File: config.mk
export PLATFORM = sky130hd
export DESIGN_NAME = cnms_ram
export DESIGN_NICKNAME = d
export VERILOG_FILES = /design/src/hw/rtl/cnms_ram.sv
export SDC_FILE = /design/constraint.sdc
export NUM_CORES = 1
export LEC_CHECK = 0
export BUFFER_PORTS_ARGS = -buffer_cell sky130_fd_sc_hd__buf_2
export CORE_MARGIN = 2
export CORE_UTILIZATION = 50
export DETAILED_ROUTE_END_ITERATION = 10
export GPL_TIMING_DRIVEN = 0
export PLACE_DENSITY = 0.67
export SLEW_MARGIN = 20
export SYNTH_ARGS = -nofsm -noshare
export SYNTH_HDL_FRONTEND = slang
export SYNTH_SLANG_ARGS = --single-unit
File: constraint.sdc
create_clock -name clk -period 2.09 [get_ports clk]
set_clock_uncertainty 0.15 [all_clocks]
set_input_delay 0 -clock clk [delete_from_list [all_inputs] [get_ports clk]]
set_output_delay 0 -clock clk [all_outputs]
set_load 0.02 [all_outputs]
File: src/hw/rtl/cnms_ram.sv
`timescale 1ns / 1ps
// ----------------------------------------------------------------------------
// Canny NMS generic RAM
// Simple dual-port RAM, one write port, one read port with registered data.
// ----------------------------------------------------------------------------
module cnms_ram #(
  parameter int  WIDTH = 8,
  parameter int  DEPTH = 16,
  localparam int AW    = $clog2(DEPTH)
) (
  input  logic             clk,
  input  logic             we,
  input  logic [AW-1:0]    waddr,
  input  logic [WIDTH-1:0] wdata,
  input  logic             re,
  input  logic [AW-1:0]    raddr,
  output logic [WIDTH-1:0] rdata
);

  logic [WIDTH-1:0] mem [DEPTH];

  always_ff @(posedge clk) begin
    if (we) begin
      mem[waddr] <= wdata;
    end
    if (re) begin
      rdata <= mem[raddr];
    end
  end

endmodule

=== Word level (Yosys, flattened, before mapping) ===
Memories as Yosys holds them, arrays and structs flattened. A register that Yosys moved wholly into a read port is not among the register bits.
Index checks and enable logic that the tools add are counted.

* Bits in writable memories: 128
* Word-level logic and storage cells: 3
* Input bits: 19
* Flip-flop bits (word level): 0
* Output and inout port bits: 8
* Memories: 1

* Multiplexer cells: 2

{| class="wikitable"
|+ Memory list
! name !! depth !! width !! read ports !! clocked after Yosys merged registers in !! write ports !! RTL line !! text
|-
| mem || 16 || 8 || 1 || 1 || 1 || 20 || <nowiki>logic [WIDTH-1:0] mem [DEPTH];</nowiki>
|}

{| class="wikitable"
|+ Operator list
! cell !! number
|-
| two-way mux 1 bit || 2
|}

=== Logic depth before layout (Yosys ltp) ===
Gate-level depths: netlist of the first run.

* Depth after elaboration: 2
* Mapped depth: 5
* Mapped depth without buffers: 3

=== Least setup slack after synthesis of the first run ===
No wires, ideal clock.

* Path type: input to register
* From: input port waddr[2]
* To: memory mem[0][0], enable pin
* Buffers on the path: 0
* Library setup time: 0.383 ns
* Arrival time: 1.110 ns
* Stages on the path: 2
* Path slack: 0.447 ns
* Required time: 1.557 ns
* Path through: or3b_2 > nor3_1

{| class="wikitable"
|+ RTL lines
! what !! RTL line !! text
|-
| start, declared || 13 || <nowiki>input logic [AW-1:0] waddr,</nowiki>
|-
| end, declared || 20 ||
|}

No word-level cell before the write port.

=== Final worst setup path of the first run ===
* From: input port waddr[2]
* To: memory mem[2][2], enable pin

No word-level cell before the write port.

==> summary.txt, run 1 <==
Final setup violation count -> 0
Post-synth EDFFs -> 136
Flop2flop setup slack -> 0.40 ns
Post-synth top flop -> edfxtp_1
Antenna-violating nets left -> 0
Drt wl/cell -> 21.6 um
CTS max path bufs -> 2
Die width -> 106 um
Worst setup EP type -> flop
Vias per cell -> 5.56
Most frequent cells after synthesis -> edfxtp_1, mux4_2, a22oi_1, mux4_1, nor2_1
First-pass GRT wire length -> 14.4 mm
Nets -> 309
H-tree levels -> 4
CP Cell Sequence -> dlygate4sd3_1 -> buf_2 -> or3b_2 -> nor2_1
Setup crit start kind -> primary input
Average size of a mapped cell -> 22.8 um2
CTS sink count -> 136
Gr ovfl total -> 0
Total chip power -> 6.25 mW
Total GRT Usage -> 18.7%
Core area -> 10200 um2
Hold path depth -> 4
Routed Wire Length -> 9.50 mm
Period utilization -> 87.4%
Leak -> 2.11 nW
PD cells -> 993 nW/um2
Filler cells -> 688
Top achievable clock speed -> 0.547 GHz
Hold Crit Start -> raddr[3]
IR drop worst, VDD -> 647 uV
Leading area contributor after synthesis -> edfxtp_1
R2R Path Start -> mem[3][7]
Data arrival, critical path -> 1.82 ns
Die height -> 106 um
Total Die Area -> 11300 um2
Worst r2r path cells -> 3
Unrepaired setup endpoints after global routing -> no
Post-synthesis async set-or-reset flop share -> 0%
Initial core utilization -> 51.1%
CTS tree -> done
IO Pins -> 27
Synth top area share -> 78.1%
Status -> complete, no violations
Clock Pin Slew Worst Setup and Hold Paths -> 0.06 ns
GP Congestion -> 0.762
Slew headroom -> 44.6%
CP max-delay cell -> nor2_1
Number of synthesized register bits -> 136
Synthesized cell area -> 5230 um2
DRC marker count from the first detailed-route iteration -> 164
DPL Wire Length -> 5.95 mm
CP max stage delay -> 0.63 ns
Setup bufs post-CTS -> 0
Area growth, synth to finish -> 20.3%
Critical R2R Capture -> rdata[7]
Post-CTS sizing -> 0
Antenna violations before repair -> 0
Yosys warnings -> 0
Worst-path maximum fanout -> 8
Buffers on Ports -> 25
Final hold violation count -> 0
Tmin final -> 1.83 ns
Gate Count Post-Synth -> 229
Hold crit path type -> primary input to flop
Ranking of synthesized cells by area -> edfxtp_1, mux4_2, mux4_1
Rows -> 37
Sequential element share of the synthesized area -> 78.1%
Vias in the first global route -> 2503
CP Data Required Time -> 2.08 ns
Root buf cell -> clkbuf_8
Slew Limit Fails -> 0
Largest net degree at the start of global routing -> 17
Share of layout cells above drive strength 1 -> 29.0%
Diodes inserted -> 0
Netlist cell types -> 18
Via count -> 2441
WHS -> 0.0437 ns
Clock Latency Late Sink -> 0.52 ns
Syn Nets -> 248
Hold EP -> rdata[3]
Kind of critical path -> primary input to flop
Worst-Margin Slew -> 0.828 ns
Initial DRT Pass Iterations -> 4
DRC -> 0
Total CTS buffers -> 17
Max cap viols -> 0
Most common cell in the synthesized netlist -> edfxtp_1
## area by class of cell
| class | instances | area, um2 | area share, % |
|---|---|---|---|
| Multi-Input combinational cell | 83 | 1080 | 17.1 |
| Clock inverter | 15 | 160 | 2.55 |
| Timing Repair Buffer | 42 | 295 | 4.70 |
| Clock buffer | 17 | 414 | 6.59 |
| Sequential cell | 136 | 4080 | 65.0 |
| Tap cell | 136 | 170 | 2.71 |
| Buffer | 10 | 86.3 | 1.37 |
## worst max-delay path: cells and delay by family
family / cells / cell delay, ns
buf+inv: 2 / 0.65
simple gates: 2 / 1.16
## registers in the layout, indices dropped and copies added (netlist names)
register / cells
rdata: 8
mem: 128
## through the flow
step           area [um2]  setup TNS [ns]  setup WS, ns  util, %  cells
6_report             6290               0         0.263     61.5    439
5_1_grt              6290               0         0.196     61.5    439
4_1_cts              6280               0         0.216     61.4    439
3_5_place_dp         5540               0         0.213     54.1    390
3_3_place_gp         5520           -1.14        -0.143     54.0    390
2_1_floorplan        5230               0         0.447        -    229
## worst max-delay path by stage
stage	slack, ns	from	depth (start not counted)	to
CTS	0.22	waddr[3]	4	mem[4][0]
floorplan	0.45	waddr[2]	2	mem[0][0]
detailed placement	0.21	waddr[3]	3	mem[4][0]
finish	0.26	waddr[2]	4	mem[2][2]
global placement	-0.14	waddr[2]	3	mem[0][2]
global route	0.20	waddr[2]	4	mem[2][2]
## logic make-up after synthesis
family / Yosys count / synth area share (%)
flip-flops: 136 / 78.1
AO/OA/AOI/OAI: 16 / 2.30
multiplexers: 32 / 14.8
AND/OR/NAND/NOR: 35 / 3.14
buffers and inverters: 10 / 1.65
## what timing repair did
| item | in CTS | in global routing |
|---|---|---|
| hold endpoints to repair | 186 | 0 |
| setup endpoints to repair | 0 | 0 |
| hold buffers | 17 | 0 |
## cells in the final DEF (no fill, tap or decap), types with 4 or more instances in the layout
cell type / count
a22oi_1: 16
edfxtp_1: 136
mux4_2: 18
dlygate4sd3_1: 17
nor3_2: 4
mux4_1: 14
nand2_1: 9
nor2_1: 13
clkbuf_16: 16
buf_2: 28
clkinv_2: 6
## routing by layer
metal | part of all wire [%] | GRT usage [%] | wire length (um)
met5 | 0 | 0 | 0
met4 | 1.4 | 7.33 | 132
met3 | 6.4 | 5.95 | 608
met1 | 42 | 25.2 | 4030
met2 | 50 | 28.6 | 4740
## power by group
group | switching, mW | internal [mW]
clock network | 1.04 | 1.79
registers | 0.0125 | 3.07
logic | 0.184 | 0.139
total | 1.24 | 5.01
Note: power is estimated with default switching activity, not from simulation.
==> inputs of run 2 (changes only) <==
Settings changed: CTS_BUF_LIST set to sky130_fd_sc_hd__clkbuf_8.
==> summary.txt, run 2 (synthesized netlist as in run 1, its figures left out) <==
Status -> complete, no violations (unchanged)
Worst-path maximum fanout -> 8 (unchanged)
Total GRT Usage -> 18.2% (was 18.7%)
Most frequent cells in the layout -> edfxtp_1, buf_2, mux4_2 (unchanged)
Worst slack, placed -> 0.213 ns (unchanged)
H-tree levels -> 4 (unchanged)
Diodes inserted -> 0 (unchanged)
Reg power frac -> 56.1% (was 49.4%)
Clock Power Share -> 38.1% (was 45.4%)
DPL Wire Length -> 5.95 mm (unchanged)
Area growth, synth to finish -> 16.1% (was 20.3%)
Leak -> 2.01 nW (was 2.11 nW)
Unrepaired setup endpoints after global routing -> no (unchanged)
WHS -> 0.0261 ns (was 0.0437 ns)
Power share of the combinational group -> 5.8% (was 5.2%)
Setup crit start kind -> primary input (unchanged)
Antenna violations before repair -> 0 (unchanged)
Initial DRT Pass Iterations -> 4 (unchanged)
Hold Crit Start -> we (was raddr[3])
CTS sink count -> 136 (unchanged)
Total CTS buffers -> 17 (unchanged)
Initial core utilization -> 51.1% (unchanged)
Root buf cell -> clkbuf_8 (unchanged)
Worst setup margin -> 0.150 ns (was 0.263 ns)
Gr ovfl total -> 0 (unchanged)
Area of the multi-input gates -> 1080 um2 (unchanged)
Tmin final -> 1.94 ns (was 1.83 ns)
Worst setup EP type -> flop (unchanged)
Max cap viols -> 0 (unchanged)
Total Die Area -> 11300 um2 (unchanged)
First-pass GRT wire length -> 14.0 mm (was 14.4 mm)
Share of layout cells above drive strength 1 -> 29.4% (was 29.0%)
Largest net degree at the start of global routing -> 17 (unchanged)
Kind of critical path -> primary input to flop (unchanged)
Filler cells -> 720 (was 688)
P_sw -> 1.13 mW (was 1.24 mW)
PD cells -> 905 nW/um2 (was 993 nW/um2)
Final hold violation count -> 0 (unchanged)
Die width -> 106 um (unchanged)
Top achievable clock speed -> 0.515 GHz (was 0.547 GHz)
Data arrival, critical path -> 1.85 ns (was 1.82 ns)
Reg with most FFs -> mem (unchanged)
IO Pins -> 27 (unchanged)
DRC -> 0 (unchanged)
Routed Wire Length -> 9.27 mm (was 9.50 mm)
CP startpoint -> waddr[2] (unchanged)
Vias per cell -> 5.59 (was 5.56)
CP Data Required Time -> 2.00 ns (was 2.08 ns)
CTS tree -> done (unchanged)
Buffers on Ports -> 25 (unchanged)
Clock Latency Late Sink -> 0.43 ns (was 0.52 ns)
Final setup violation count -> 0 (unchanged)
Drt wl/cell -> 21.3 um (was 21.6 um)
Clock Pin Slew Worst Setup and Hold Paths -> 0.07 ns (was 0.06 ns)
IR drop worst, VDD -> 404 uV (was 647 uV)
DRC marker count from the first detailed-route iteration -> 167 (was 164)
Commonest non-fill, non-tap cell in the layout -> edfxtp_1 (unchanged)
Internal power -> 4.36 mW (was 5.01 mW)
Nets -> 305 (was 309)
CTS max path bufs -> 2 (unchanged)
Hold crit path type -> primary input to flop (unchanged)
Core area -> 10200 um2 (unchanged)
Via count -> 2432 (was 2441)
Slew headroom -> 45.1% (was 44.6%)
GP Congestion -> 0.762 (unchanged)
Die height -> 106 um (unchanged)
Rows -> 37 (unchanged)
Sw Ratio -> 20.6% (was 19.8%)
Storage cell area -> 4080 um2 (unchanged)
Biggest regs -> mem: 128 flops, rdata: 8 flops (unchanged)
Setup bufs post-CTS -> 0 (unchanged)
Period utilization -> 92.8% (was 87.4%)
R2R Path Start -> mem[5][2] (was mem[3][7])
Max FFs per register -> 128 (unchanged)
Slew Limit Fails -> 0 (unchanged)
Vias in the first global route -> 2422 (was 2503)
Worst-Margin Slew -> 0.821 ns (was 0.828 ns)
Antenna-violating nets left -> 0 (unchanged)
-- run 2: path summary, 6_finish.rpt --
kind / to / slack [ns] / cells past startpoint
max: mem[2][2] / 0.15 / 4
min: mem[12][6] / 0.03 / 3
max reg2reg: rdata[2] / 0.38 / 3
min reg2reg: rdata[4] / 0.62 / 3
-- run 2: power by group through the flow --
stage	clock network, mW	logic, mW	registers, mW
2_1_floorplan	0	0.155	3.16
3_3_place_gp	0	0.295	3.14
3_5_place_dp	0	0.302	3.14
4_1_cts	2.13	0.321	3.08
5_1_grt	2.25	0.343	3.09
6_report	2.09	0.318	3.08
-- run 2: repair_timing --
item                                   4_1_cts  5_1_grt
resized for setup                            0        0
hold buffers                                13        0
endpoints found under the hold margin      162        0
-- run 2: worst max-delay path, cell delays in order --
cell and delay, ns:
dlygate4sd3_1 0.52, buf_2 0.13, or3b_2 0.53, nor2_1 0.65
-- run 2: stage by stage --
stage	util, %	std cells	setup TNS (ns)	instance area (um2)	power, mW
global placement	54.0	390	-1.14	5520	3.43
floorplan	-	229	0	5230	3.31
CTS	59.3	435	0	6060	5.54
global route	59.3	435	0	6070	5.68
detailed placement	54.1	390	0	5540	3.45
finish	59.3	435	0	6070	5.49
-- run 2: area by class of cell --
cell class,count,area share [%]
Tap cell,136,2.80
Clock inverter,15,2.64
Clock buffer,17,3.86
Multi-Input combinational cell,83,17.8
Timing Repair Buffer,38,4.21
Buffer,10,1.42
Sequential cell,136,67.3
-- run 2: routing by layer --
metal  track usage [%]  part of all wire (%)  up-vias
met2              27.0                    47       77
met4              7.99                   2.3        0
li1                  -                     -     1096
met3              5.21                   5.3       16
met1              25.6                    45     1243
met5                 0                     0        -
