**config.mk**
```make
export PLATFORM = sky130hd
export DESIGN_NAME = cnms_cfg
export DESIGN_NICKNAME = d
export VERILOG_FILES = /design/src/hw/rtl/cnms_pkg.sv /design/src/hw/rtl/cnms_cfg.sv
export SDC_FILE = /design/constraint.sdc
export NUM_CORES = 1
export LEC_CHECK = 0
export BUFFER_PORTS_ARGS = -buffer_cell sky130_fd_sc_hd__buf_2
export CAP_MARGIN = 15
export CORE_MARGIN = 10
export CORE_UTILIZATION = 30
export CTS_BUF_LIST = sky130_fd_sc_hd__clkbuf_4
export CTS_CLUSTER_DIAMETER = 150
export DETAILED_ROUTE_END_ITERATION = 8
export MAX_ROUTING_LAYER = met4
export PLACE_DENSITY = 0.73
export SETUP_SLACK_MARGIN = 0.15
export SYNTH_ARGS = -nofsm -noshare
export SYNTH_HDL_FRONTEND = slang
export SYNTH_SLANG_ARGS = --single-unit
```
**constraint.sdc**
```tcl
create_clock -name clk -period 1.5 [get_ports clk]
set_input_delay 0.15 -clock clk [delete_from_list [all_inputs] [get_ports clk]]
set_output_delay 0.15 -clock clk [all_outputs]
set_load 0.05 [all_outputs]
```
**src/hw/rtl/cnms_pkg.sv**
```systemverilog
`timescale 1ns / 1ps
// ----------------------------------------------------------------------------
// Canny NMS shared definitions
// Constants, codes and types used across the non-maximum suppression block.
// ----------------------------------------------------------------------------
package cnms_pkg;

  // Defaults for the top-level parameters.
  localparam int DEF_MAX_WIDTH       = 1024;
  localparam int DEF_MAG_BITS        = 16;
  localparam int DEF_ANGLE_FRAC_BITS = 13;

  // Fixed field widths.
  localparam int ANGLE_W    = 16;
  localparam int FIELD_W    = 11;
  localparam int ROW_W      = 11;
  localparam int APB_DATA_W = 32;
  localparam int APB_ADDR_W = 3;

  // Frame size limits and reset values.
  localparam int               MIN_DIM      = 3;
  localparam int               HEIGHT_CAP   = 1024;
  localparam logic [FIELD_W-1:0] WIDTH_RESET  = 11'd640;
  localparam logic [FIELD_W-1:0] HEIGHT_RESET = 11'd480;

  // Depth of the result queue; a power of two.
  localparam int RES_Q_DEPTH = 4;

  // Angle thresholds in Q2.30: pi, pi/8, 3pi/8, 5pi/8, 7pi/8.
  localparam longint unsigned Q30_PI  = 64'd3373259426;
  localparam longint unsigned Q30_22  = 64'd421657428;
  localparam longint unsigned Q30_67  = 64'd1264972285;
  localparam longint unsigned Q30_112 = 64'd2108287141;
  localparam longint unsigned Q30_157 = 64'd2951601998;

  // Configuration register indexes.
  typedef enum logic [0:0] {
    REG_WIDTH  = 1'b0,
    REG_HEIGHT = 1'b1
  } reg_idx_t;

  // Gradient direction sectors.
  typedef enum logic [1:0] {
    SEC_VERT = 2'd0,
    SEC_DIAG = 2'd1,
    SEC_HORZ = 2'd2,
    SEC_ANTI = 2'd3
  } sector_t;

  // Control of the item in the line buffer read stage.
  typedef struct packed {
    logic valid;
    logic emit;
    logic rows_ok;
    logic cols_ok;
    logic last;
    logic fwd;
  } stage_ctrl_t;

  // Rounds a Q2.30 constant to nearest at the given number of fraction bits.
  function automatic int q30_to_angle(input longint unsigned k, input int fb);
    longint unsigned r;
    r = (k + (64'd1 << (29 - fb))) >> (30 - fb);
    return int'(r);
  endfunction

endpackage

```
**src/hw/rtl/cnms_cfg.sv**
```systemverilog
`timescale 1ns / 1ps
// ----------------------------------------------------------------------------
// Canny NMS configuration registers
// APB-style frame size registers and the clamped sizes used by the datapath.
// ----------------------------------------------------------------------------
module cnms_cfg #(
  parameter int  MAX_WIDTH = cnms_pkg::DEF_MAX_WIDTH,
  localparam int WW        = $clog2(MAX_WIDTH + 1)
) (
  input  logic                                clk,
  input  logic                                rst,
  input  logic                                psel,
  input  logic                                penable,
  input  logic                                pwrite,
  input  logic [cnms_pkg::APB_ADDR_W-1:0]     paddr,
  input  logic [cnms_pkg::APB_DATA_W-1:0]     pwdata,
  output logic [cnms_pkg::APB_DATA_W-1:0]     prdata,
  output logic                                pready,
  output logic [WW-1:0]                       eff_w,
  output logic [cnms_pkg::ROW_W-1:0]          eff_h
);

  logic [cnms_pkg::FIELD_W-1:0] frame_width;
  logic [cnms_pkg::FIELD_W-1:0] frame_height;
  logic                         wr_en;
  cnms_pkg::reg_idx_t           reg_idx;

  assign pready  = 1'b1;
  assign wr_en   = psel && penable && pwrite;
  assign reg_idx = cnms_pkg::reg_idx_t'(paddr[cnms_pkg::APB_ADDR_W-1]);

  always_ff @(posedge clk) begin
    if (rst) begin
      frame_width  <= cnms_pkg::WIDTH_RESET;
      frame_height <= cnms_pkg::HEIGHT_RESET;
    end else if (wr_en) begin
      unique case (reg_idx)
        cnms_pkg::REG_WIDTH:  frame_width  <= pwdata[cnms_pkg::FIELD_W-1:0];
        cnms_pkg::REG_HEIGHT: frame_height <= pwdata[cnms_pkg::FIELD_W-1:0];
        default: ;
      endcase
    end
  end

  always_comb begin
    unique case (reg_idx)
      cnms_pkg::REG_WIDTH:  prdata = cnms_pkg::APB_DATA_W'(frame_width);
      cnms_pkg::REG_HEIGHT: prdata = cnms_pkg::APB_DATA_W'(frame_height);
      default:              prdata = '0;
    endcase
  end

  // Sizes outside the supported range are clamped.
  always_comb begin
    if (frame_width < cnms_pkg::FIELD_W'(cnms_pkg::MIN_DIM)) begin
      eff_w = WW'(cnms_pkg::MIN_DIM);
    end else if (32'(frame_width) > 32'(MAX_WIDTH)) begin
      eff_w = WW'(MAX_WIDTH);
    end else begin
      eff_w = WW'(frame_width);
    end

    if (frame_height < cnms_pkg::FIELD_W'(cnms_pkg::MIN_DIM)) begin
      eff_h = cnms_pkg::ROW_W'(cnms_pkg::MIN_DIM);
    end else if (32'(frame_height) > 32'(cnms_pkg::HEIGHT_CAP)) begin
      eff_h = cnms_pkg::ROW_W'(cnms_pkg::HEIGHT_CAP);
    end else begin
      eff_h = cnms_pkg::ROW_W'(frame_height);
    end
  end

endmodule

```
### Word-level counts from Yosys, hierarchy flattened

Cells that the tools add are included.

| word-level totals | value |
|---|---|
| register bits | 22 |
| input bits | 40 |
| output and inout port bits | 55 |
| logic and storage cells | 16 |

| operators by class | value |
|---|---|
| order comparisons | 4 |
| mux-type cells | 5 |
| bitwise logic cells | 1 |
| reduce and logical (&&, ||, !) cells | 4 |

Operators by type and width:

| cell | number |
|---|---|
| $pmux W32 S2 | 1 |
| $mux W11 | 4 |
| $gt A11 B11 Y1 const B | 2 |
| $lt A11 B2 Y1 const B | 2 |
| $reduce_and A2 Y1 | 2 |
| $logic_and A1 B1 Y1 | 2 |
| $not A1 Y1 | 1 |

### Depth between registers and ports, before layout

Gate-level depths: netlist of the first run.

| logic depth | value |
|---|---|
| depth in word-level cells | 3 |
| depth in mapped cells | 4 |
| depth with buffers taken out | 3 |

### Worst setup path after synthesis of the first run

Ideal clock, no wire load.

| timing | value |
|---|---|
| kind | flip-flop to output port |
| from | reg frame_width[8] (netlist bit) |
| to | out eff_w[0] |
| arrival | 1.391 ns |
| required time | 1.350 ns |
| slack | -0.041 ns |
| stages on the path, launching flop included | 4 |
| buffers on the path | 0 |
| path through | dfxtp_1 > nor4_1 > a21oi_1 > nor2_1 |

| between the ends | value |
|---|---|
| cells in the longest elaborated chain, start to end | 3 |
| elaborated cells on any way between the ends | 4 |
| those cells by class | 2 x order compare; 2 x mux |

Ends and longest elaborated chain:

| item | RTL line | text |
|---|---|---|
| start: declaration | cnms_cfg.sv:23 | `logic [cnms_pkg::FIELD_W-1:0] frame_width;` |
| start signal: assignment | cnms_cfg.sv:34 | `frame_width <= cnms_pkg::WIDTH_RESET;` |
| start signal: assignment | cnms_cfg.sv:38 | `cnms_pkg::REG_WIDTH: frame_width <= pwdata[cnms_pkg::FIELD_W-1:0];` |
| $gt A11 B11 Y1 | cnms_cfg.sv:57 | `end else if (32'(frame_width) > 32'(MAX_WIDTH)) begin` |
| $mux W11 | cnms_cfg.sv:57 |  |
| $mux W11 * | cnms_cfg.sv:55 | `if (frame_width < cnms_pkg::FIELD_W'(cnms_pkg::MIN_DIM)) begin` |
| end: declaration | cnms_cfg.sv:19 | `output logic [WW-1:0] eff_w,` |

Mark *: on every way between the ends. The rest lies on a longest branch, timed or not.

### Worst setup path after layout of the first run

| timing | value |
|---|---|
| from | reg frame_width[8] (netlist bit) |
| to | out eff_w[1] |

Same word-level chain as after synthesis.

==> results.cfg, run 1 <==
[synthesis]
synth_async_sr_flop_share_pct = 0
synth_compound_area_share_pct = 8.87
synth-main-ff-cell = sky130_fd_sc_hd__dfxtp_1
synth_cell_type_count = 19
mappedNetlistArea_um2 = 1280
netlist_instances = 164
dominant_combinational_cell_family_by_area_after_synthesis = simple AND/OR/NAND/NOR gates
synth_adder_area_share_pct = 0
yosysTopAreaCellShare_pct = 34.3
post_synth_main_area_contributors = sky130_fd_sc_hd__dfxtp_1, sky130_fd_sc_hd__buf_4, sky130_fd_sc_hd__mux2_2, sky130_fd_sc_hd__nand2_1, sky130_fd_sc_hd__a21oi_1
synth_sequential_area_ratio_pct = 34.3
synth.area.mux_share_pct = 9.65
synth_edf_count = 0
synth.cells.most_frequent = sky130_fd_sc_hd__nand2_1, sky130_fd_sc_hd__buf_4, sky130_fd_sc_hd__dfxtp_1
post_synth_and_or_nand_nor_area_fraction_pct = 29.4
post-synth-top-area-cell = sky130_fd_sc_hd__dfxtp_1
ys_warn_count = 0
synth_area_per_cell_um2 = 7.83
synth_xor_xnor_area_share_pct = 0
most_frequently_used_cell_type_in_the_post_synthesis_netlist = sky130_fd_sc_hd__nand2_1
flops_latches_synth = 22

[floorplanning]
dieArea_um2 = 7300
placeableCoreArea_um2 = 4060
die_x_um = 85.4
die_y_um = 85.4
initial_utilization_pct = 31.6
io_pins = 95
floorplan.rows = 23

[sta]
timing.final.setup_violations = 4
final_hold_viol_count = 0
tcrit_tclk_final_pct = 104
final.min_clock_period_ns = 1.56
postLayoutSetupSlackWorst_ns = -0.0635
fmaxAchievable_mhz = 640
setup_tns_ns = -0.216
clock_skew_ns = 0
rsz0062_at_grt = true
slew_viol_final = 0

[final_layout]
multiInputGateArea_um2 = 820
seq_area_um2 = 469
nNetsFinal = 255
syn_to_final_growth_pct = 42.6
fillers = 395
antenna_cells_inserted = 0
drive_above_1_share_pct = 51.2

[critical_path]
worst_r2r_path_depth = 3
timing_worst_setup_path_type = reg2out
timing.reg2reg.setup_slack_ns = 0.61
start_kind = register
reg_to_reg_start = frame_width[10]
crit_arrival_ns = 1.41
worst-path-max-fanout = 3
critical_path.endpoint_type = output port
cp.required_ns = 1.35
terminus_of_the_critical_flop_to_flop_path = frame_width[10]

[global_route]
gr-total-overflow = 0
grt_first_pass_wirelength_um = 6070
grt_pass1_vias = 1195
grt_max_degree = 28
number_of_antenna_violations_at_the_first_check_in_global_routing = 0
globalRouteTotalUtil_pct = 10.4

[cts]
clk_root_buffer_cell = sky130_fd_sc_hd__clkbuf_4
tritoncts_clock_tree = yes
cts_inserted_buffers = 3
worst_skew_pair.late_latency_ns = 0.29
clock_tree_buffer_depth = 2
holdBufCountCts = 0
htree_num_levels = 1
tritoncts_num_sinks = 22
cts.clk_slew.worst_paths_ns = 0.12

[placed_design]
place_hpwl_um = 2930
buffer_ports.inserted = 49
place.gp.congestion = 0.819

[status]
violations = setup timing
result_of_the_run = complete, but fails checks

[power_and_ir_drop]
static-leakage-power_uw = 0.000803
pwr_density_cell_nw_per_um2 = 698
power_uw = 1280
worst_ir_drop_on_vdd_mv = 0.291

[routing]
drt_iter0_drc = 52
postRouteAntennaNets = 0
dr.pass1.iters = 4
routed_via_density = 4.60
detail_route.wirelength_um = 4030
wire_per_inst_um = 15.3
detailroute.via_count = 1209
drc_errors = 0

[hold_path]
hold-path-endpoint = frame_height[4]
hp-start = pwdata[4]
timing.hold.worst_path_depth = 3
min-delay-path-class = in2reg

[job]
maxCapViolations = 0
-- power by group --
part           switching [µW]  internal, µW  total [µW]
Clock                     165          93.4         259
Combinational             302           107         410
Sequential               16.9           592         609
-- worst max-delay path: stages, from the launching register on --
cell	delay, ns
sky130_fd_sc_hd__dfxtp_2	0.35
sky130_fd_sc_hd__nor4_2	0.26
sky130_fd_sc_hd__buf_4	0.16
sky130_fd_sc_hd__a21oi_2	0.05
sky130_fd_sc_hd__nor2_2	0.13
sky130_fd_sc_hd__buf_6	0.17
-- state kept, by name (all words and copies together) (netlist names) --
name and flops:
frame_width 11, frame_height 11
-- logic make-up after synthesis --
| logic type | Yosys count |
|---|---|
| simple gates | 75 |
| compound gates | 22 |
| other cells | 2 |
| flops | 22 |
| buf+inv | 32 |
| mux | 11 |
-- metal layers --
layer	global-route usage (%)	vias to the layer above	share of wire [%]
li1	-	601	-
met1	12.0	552	42
met2	16.1	54	47
met3	4.40	2	10
met4	2.99	0	0.52
met5	-	-	0
-- stage by stage --
step                cell area (µm²)  setup WS [ns]  util (%)  cells  hold WS [ns]
finish                         1830        -0.0635      45.1    263        0.0861
global route                   1830         -0.138      45.1    263        0.0784
CTS                            1640        -0.0787      40.5    259        0.0813
detailed placement             1480          0.102      36.4    254         0.398
global placement               1480          0.134      36.4    254         0.388
floorplan                      1370          0.112         -    184         0.277
-- timing repair --
item                       in CTS  in global routing
gates resized for setup        38                 60
setup endpoints to repair      19                 21
hold endpoints to repair        0                  0
setup buffers                   2                  4
cloned                          0                  0
pin swaps                       5                  7
-- area by class of cell --
| class | count | area share [%] |
|---|---|---|
| sequential | 22 | 25.6 |
| clock buffer | 3 | 1.23 |
| tap | 50 | 3.42 |
| timing repair buffer | 58 | 24.9 |
| multi-input combinational | 130 | 44.8 |
-- worst max path at each step --
stage,to,depth (start not counted),startpoint,slack [ns]
after global routing,eff_w[1],5,frame_width[8],-0.14
after global placement,eff_h[1],4,frame_height[6],0.13
final,eff_w[1],5,frame_width[8],-0.06
after CTS,eff_w[1],5,frame_width[9],-0.08
after detailed placement,eff_w[0],4,frame_width[4],0.10
after floorplan,eff_w[4],2,frame_width[10],0.11
-- cells in the final DEF (no fill, tap or decap), drive strengths merged --
cell,instances
a21oi,22
conb,22
nand2,32
and4b,1
nor2b,16
nor4,4
and4,1
dfxtp,22
mux2,11
clkbuf,9
buf,52
nor3,10
nor2,9
nand4,1
nand4b,1
Power figures use the tool's default switching activity.
==> inputs of run 2 (changes only) <==
--- a/config.mk
+++ b/config.mk
@@ -7,6 +7,7 @@
 export LEC_CHECK = 0
 export BUFFER_PORTS_ARGS = -buffer_cell sky130_fd_sc_hd__buf_2
 export CAP_MARGIN = 15
+export CORE_ASPECT_RATIO = 1.1
 export CORE_MARGIN = 10
 export CORE_UTILIZATION = 30
 export CTS_BUF_LIST = sky130_fd_sc_hd__clkbuf_4
==> run 2 against run 1 <==
- the flow still finishes with violations (setup timing)
- largest power group unchanged
- first-iteration DRC count rose by 46%
- global-route usage about the same
- wire length fell by 2.9%
- design area shrank 5.3%
- clock skew stayed put
- clock power hardly changed
- worst hold slack lost 0.0066 ns
- final cell count is 0.76% lower
==> results.cfg, run 2 (same netlist as run 1, synthesis figures left out) <==
[sta]
timing.final.setup_violations = 4
setup_tns_ns = -0.200
fmaxAchievable_mhz = 641
timing.hold.ws_ns = 0.0795
clock_skew_ns = 0
final.min_clock_period_ns = 1.56
rsz0062_at_grt = true
tcrit_tclk_final_pct = 104
postLayoutSetupSlackWorst_ns = -0.0605
final_hold_viol_count = 0
slew_viol_final = 0

[power_and_ir_drop]
pwr_density_cell_nw_per_um2 = 725
power.clock.fraction_pct = 20.4
p_seq_share_pct = 48.5
switching_power_uw = 477
static-leakage-power_uw = 0.000754
power_frac_comb_pct = 31.1
internal_power_of_the_cells_uw = 779
worst_ir_drop_on_vdd_mv = 0.250
switching_share_pct = 38.0

[global_route]
globalRouteTotalUtil_pct = 10.5
grt_max_degree = 28
grt_first_pass_wirelength_um = 5850
number_of_antenna_violations_at_the_first_check_in_global_routing = 0
gr-total-overflow = 0
grt_pass1_vias = 1174

[routing]
drc_errors = 0
postRouteAntennaNets = 0
detail_route.wirelength_um = 3910
routed_via_density = 4.62
drt_iter0_drc = 76
dr.pass1.iters = 4
detailroute.via_count = 1206
wire_per_inst_um = 15.0

[critical_path]
worst_r2r_path_depth = 3
terminus_of_the_critical_flop_to_flop_path = frame_height[10]
timing_worst_setup_path_type = reg2out
crit_arrival_ns = 1.41
timing.reg2reg.setup_slack_ns = 0.65
cp_cell_sequence = nor4_2, buf_4, a21oi_2, nor2_2, buf_6
cp_slowest_stage_delay_ns = 0.34
worst-path-max-fanout = 2
critPathSlowestCell = sky130_fd_sc_hd__dfxtp_2
start_kind = register
cp.required_ns = 1.35
critical_path.endpoint_type = output port
reg_to_reg_start = frame_height[10]

[cts]
holdBufCountCts = 0
worst_skew_pair.late_latency_ns = 0.29
tritoncts_num_sinks = 22
htree_num_levels = 1
clock_tree_buffer_depth = 2
cts_inserted_buffers = 3
clk_root_buffer_cell = sky130_fd_sc_hd__clkbuf_4
cts.clk_slew.worst_paths_ns = 0.11
tritoncts_clock_tree = yes

[placed_design]
place.gp.congestion = 0.830
place_hpwl_um = 3030
buffer_ports.inserted = 49

[floorplanning]
die_y_um = 88.6
floorplan.rows = 24
die_x_um = 82.4
initial_utilization_pct = 31.7
placeableCoreArea_um2 = 4050
io_pins = 95
dieArea_um2 = 7300

[final_layout]
fillers = 425
reg.largest.list = frame_height: 11 flops, frame_width: 11 flops
mostFrequentLayoutCell = sky130_fd_sc_hd__nand2_1
syn_to_final_growth_pct = 35.0
layout.cells.most_common_list = sky130_fd_sc_hd__nand2_1, sky130_fd_sc_hd__buf_2, sky130_fd_sc_hd__conb_1
nNetsFinal = 251
antenna_cells_inserted = 0
drive_above_1_share_pct = 47.4

[hold_path]
timing.hold.worst_path_depth = 3
hp-start = pwdata[9]
min-delay-path-class = in2reg
hold-path-endpoint = frame_width[9]

[job]
maxCapViolations = 0

[status]
violations = setup timing
result_of_the_run = complete, but fails checks
## run 2: cell count changes in the layout (fill, tap and decap cells not counted), sizes merged
cell,before,now
buf,52,48
## run 2: critical path: cells and delay by family, from the launching register on
kind,cells,cell delay (ns)
DFF,1,0.34
AOI/OAI and AO/OA,1,0.06
and+or+nand+nor,2,0.37
buffers and inverters,2,0.34
## run 2: worst max-delay path by stage
stage	from	cells past startpoint	to	slack (ns)
after floorplan	frame_width[10]	2	eff_w[4]	0.11
after global placement	frame_height[6]	4	eff_h[1]	0.12
after detailed placement	frame_height[6]	4	eff_h[0]	0.10
after CTS	frame_width[9]	5	eff_w[1]	-0.08
after global routing	frame_width[9]	5	eff_w[1]	-0.12
final	frame_width[9]	5	eff_w[1]	-0.06
## run 2: stage by stage
stage	cells	setup slack [ns]	instance area, µm²	utilization (%)	power [µW]
final	261	-0.0605	1730	42.7	1260
after global routing	261	-0.117	1730	42.7	1300
after CTS	261	-0.0780	1650	40.7	1250
after detailed placement	257	0.103	1490	36.7	980
after global placement	257	0.118	1490	36.7	978
after floorplan	184	0.112	1370	-	954
## run 2: power by group through the flow
| stage | Clock, µW | Combinational, µW | Sequential [µW] |
|---|---|---|---|
| 6_report | 256 | 390 | 609 |
| 5_1_grt | 282 | 410 | 612 |
| 4_1_cts | 259 | 377 | 611 |
| 3_5_place_dp | 0 | 358 | 623 |
| 3_3_place_gp | 0 | 356 | 622 |
| 2_1_floorplan | 0 | 336 | 618 |
## run 2: layer usage
metal / share of wire, % / GRT usage, % / routed length [µm] / up-vias
met5: 0 / - / 0 / -
met4: 0.54 / 2.79 / 21 / 0
met3: 11 / 2.84 / 425 / 4
met2: 49 / 17.4 / 1910 / 57
met1: 40 / 12.0 / 1560 / 552
li1: - / - / - / 593
## run 2: cell type report
| cell class | instances | area (µm²) | area share, % |
|---|---|---|---|
| Clock buffer | 3 | 22.5 | 1.30 |
| Sequential cell | 22 | 460 | 26.6 |
| Timing Repair Buffer | 54 | 395 | 22.8 |
| Tap cell | 52 | 65.1 | 3.75 |
| Multi-Input combinational cell | 130 | 790 | 45.6 |
## run 2: what timing repair did
| item | CTS | global route |
|---|---|---|
| setup endpoints to repair | 14 | 22 |
| gates resized for setup | 40 | 30 |
| pin swaps | 7 | 2 |
| buffers inserted | 1 | 0 |
==> inputs of run 3 (changes only) <==
==> constraint.sdc (replaced) <==
create_clock -name clk -period 1.5 [get_ports clk]
set_input_delay 0.075 -clock clk [delete_from_list [all_inputs] [get_ports clk]]
set_output_delay 0.075 -clock clk [all_outputs]
set_load 0.05 [all_outputs]
==> run 3 against run 2 <==
- the run now ends clean
- final cell count grew 0.77%
- design area shrank 3.9%
- combinational power shrank 4%
- setup slack gained 0.079 ns
- core utilization shrank 1.7 points
- clock-buffer cell count is the same
- non-clock buffer count grew 2
- critical endpoint is now eff_h[0]
- largest cell class unchanged
- highest routed layer unchanged
==> results.cfg, run 3 (same netlist as run 1, synthesis figures left out) <==
[final_layout]
mostFrequentLayoutCell = sky130_fd_sc_hd__buf_2
drive_above_1_share_pct = 44.5
antenna_cells_inserted = 0
syn_to_final_growth_pct = 29.7
reg.largest.list = frame_height: 11 flops, frame_width: 11 flops
nNetsFinal = 253
layout.cells.most_common_list = sky130_fd_sc_hd__buf_2, sky130_fd_sc_hd__nand2_1, sky130_fd_sc_hd__conb_1
fillers = 427

[routing]
wire_per_inst_um = 14.8
detail_route.wirelength_um = 3890
postRouteAntennaNets = 0
detailroute.via_count = 1194
dr.pass1.iters = 4
drc_errors = 0
routed_via_density = 4.54
drt_iter0_drc = 46

[sta]
timing.final.setup_violations = 0
final.min_clock_period_ns = 1.48
fmaxAchievable_mhz = 675
timing.hold.ws_ns = 0.0104
setup_tns_ns = 0
postLayoutSetupSlackWorst_ns = 0.0184
slew_viol_final = 0
final_hold_viol_count = 0
clock_skew_ns = 0
tcrit_tclk_final_pct = 98.8
rsz0062_at_grt = true

[hold_path]
hold-path-endpoint = frame_height[6]
hp-start = pwdata[6]
min-delay-path-class = in2reg
timing.hold.worst_path_depth = 3

[power_and_ir_drop]
static-leakage-power_uw = 0.000722
pwr_density_cell_nw_per_um2 = 744
worst_ir_drop_on_vdd_mv = 0.228

[critical_path]
timing_worst_setup_path_type = reg2out
start_kind = register
worst_r2r_path_depth = 3
critPathSlowestCell = sky130_fd_sc_hd__dfxtp_4
cpLargestDelayFamily = simple AND/OR/NAND/NOR gates
critical_path.endpoint_type = output port
cp.required_ns = 1.42
cp_slowest_stage_delay_ns = 0.37
reg_to_reg_start = frame_width[9]
cp_cell_sequence = nor4_4, a21oi_2, nor2_2, buf_6
timing.reg2reg.setup_slack_ns = 0.68
crit_buf_inv = 1
crit_arrival_ns = 1.41
terminus_of_the_critical_flop_to_flop_path = frame_width[9]
worst-path-max-fanout = 4

[global_route]
grt_max_degree = 28
globalRouteTotalUtil_pct = 10.5
grt_pass1_vias = 1136
number_of_antenna_violations_at_the_first_check_in_global_routing = 0
gr-total-overflow = 0
grt_first_pass_wirelength_um = 5820

[placed_design]
place.gp.congestion = 0.816
pre_cts_slack_ns = 0.187
place_hpwl_um = 2910
buffer_ports.inserted = 49

[floorplanning]
dieArea_um2 = 7300
floorplan.rows = 24
die_y_um = 88.6
die_x_um = 82.4
placeableCoreArea_um2 = 4050
io_pins = 95
initial_utilization_pct = 31.7

[cts]
htree_num_levels = 1
tritoncts_num_sinks = 22
tritoncts_clock_tree = yes
cts_inserted_buffers = 3
clock_tree_buffer_depth = 2
cts.clk_slew.worst_paths_ns = 0.11
clk_root_buffer_cell = sky130_fd_sc_hd__clkbuf_4
worst_skew_pair.late_latency_ns = 0.30

[status]
result_of_the_run = complete, no violations

[job]
maxCapViolations = 0
[run 3: routing by layer]
metal | wire [µm] | GRT usage, % | vias up
li1 | - | - | 596
met1 | 1580 | 12.4 | 535
met2 | 1830 | 17.3 | 59
met3 | 459 | 2.74 | 4
met4 | 29 | 2.79 | 0
met5 | 0 | - | -
[run 3: worst max path at each step]
stage | cells after the start | endpoint | from | slack (ns)
6_report | 4 | eff_h[0] | frame_height[7] | 0.02
2_1_floorplan | 2 | eff_w[4] | frame_width[10] | 0.19
3_3_place_gp | 4 | eff_h[1] | frame_height[6] | 0.19
5_1_grt | 4 | eff_h[0] | frame_height[7] | -0.07
4_1_cts | 5 | eff_w[0] | frame_width[3] | -0.005
3_5_place_dp | 4 | eff_h[1] | frame_height[6] | 0.19
[run 3: final cells by class]
cell class	instances	area (µm²)	share of cell area, %
Clock buffer	3	22.5	1.35
Multi-Input combinational cell	130	774	46.5
Sequential cell	22	463	27.8
Tap cell	52	65.1	3.91
Timing Repair Buffer	56	340	20.4
[run 3: timing repair]
action                                  4_1_cts  5_1_grt
pin swaps                                     7        8
endpoints found under the setup margin       23        6
buffers inserted                              2        2
gates resized for setup                      28       11
endpoints found under the hold margin         1        1
hold buffers                                  1        1
[run 3: metrics by stage]
stage | instance area (µm²) | power, µW | util (%) | cells
6_report | 1670 | 1240 | 41.1 | 263
5_1_grt | 1670 | 1290 | 41.1 | 263
4_1_cts | 1620 | 1240 | 39.9 | 260
3_5_place_dp | 1470 | 977 | 36.2 | 254
3_3_place_gp | 1470 | 975 | 36.2 | 254
2_1_floorplan | 1370 | 954 | - | 184
[run 3: where the power goes]
| part | switching [µW] | internal, µW | leakage, µW |
|---|---|---|---|
| logic | 294 | 79.8 | 0.000528 |
| registers | 19.1 | 592 | 0.000181 |
| clock network | 162 | 93.5 | 0.0000138 |
| total | 474 | 765 | 0.000722 |
[run 3: worst reg2reg max path, delay by kind of cell (launching register included)]
kind / cells / cell delay, ns
flops: 1 / 0.35
simple gates: 2 / 0.24
buf+inv: 1 / 0.13
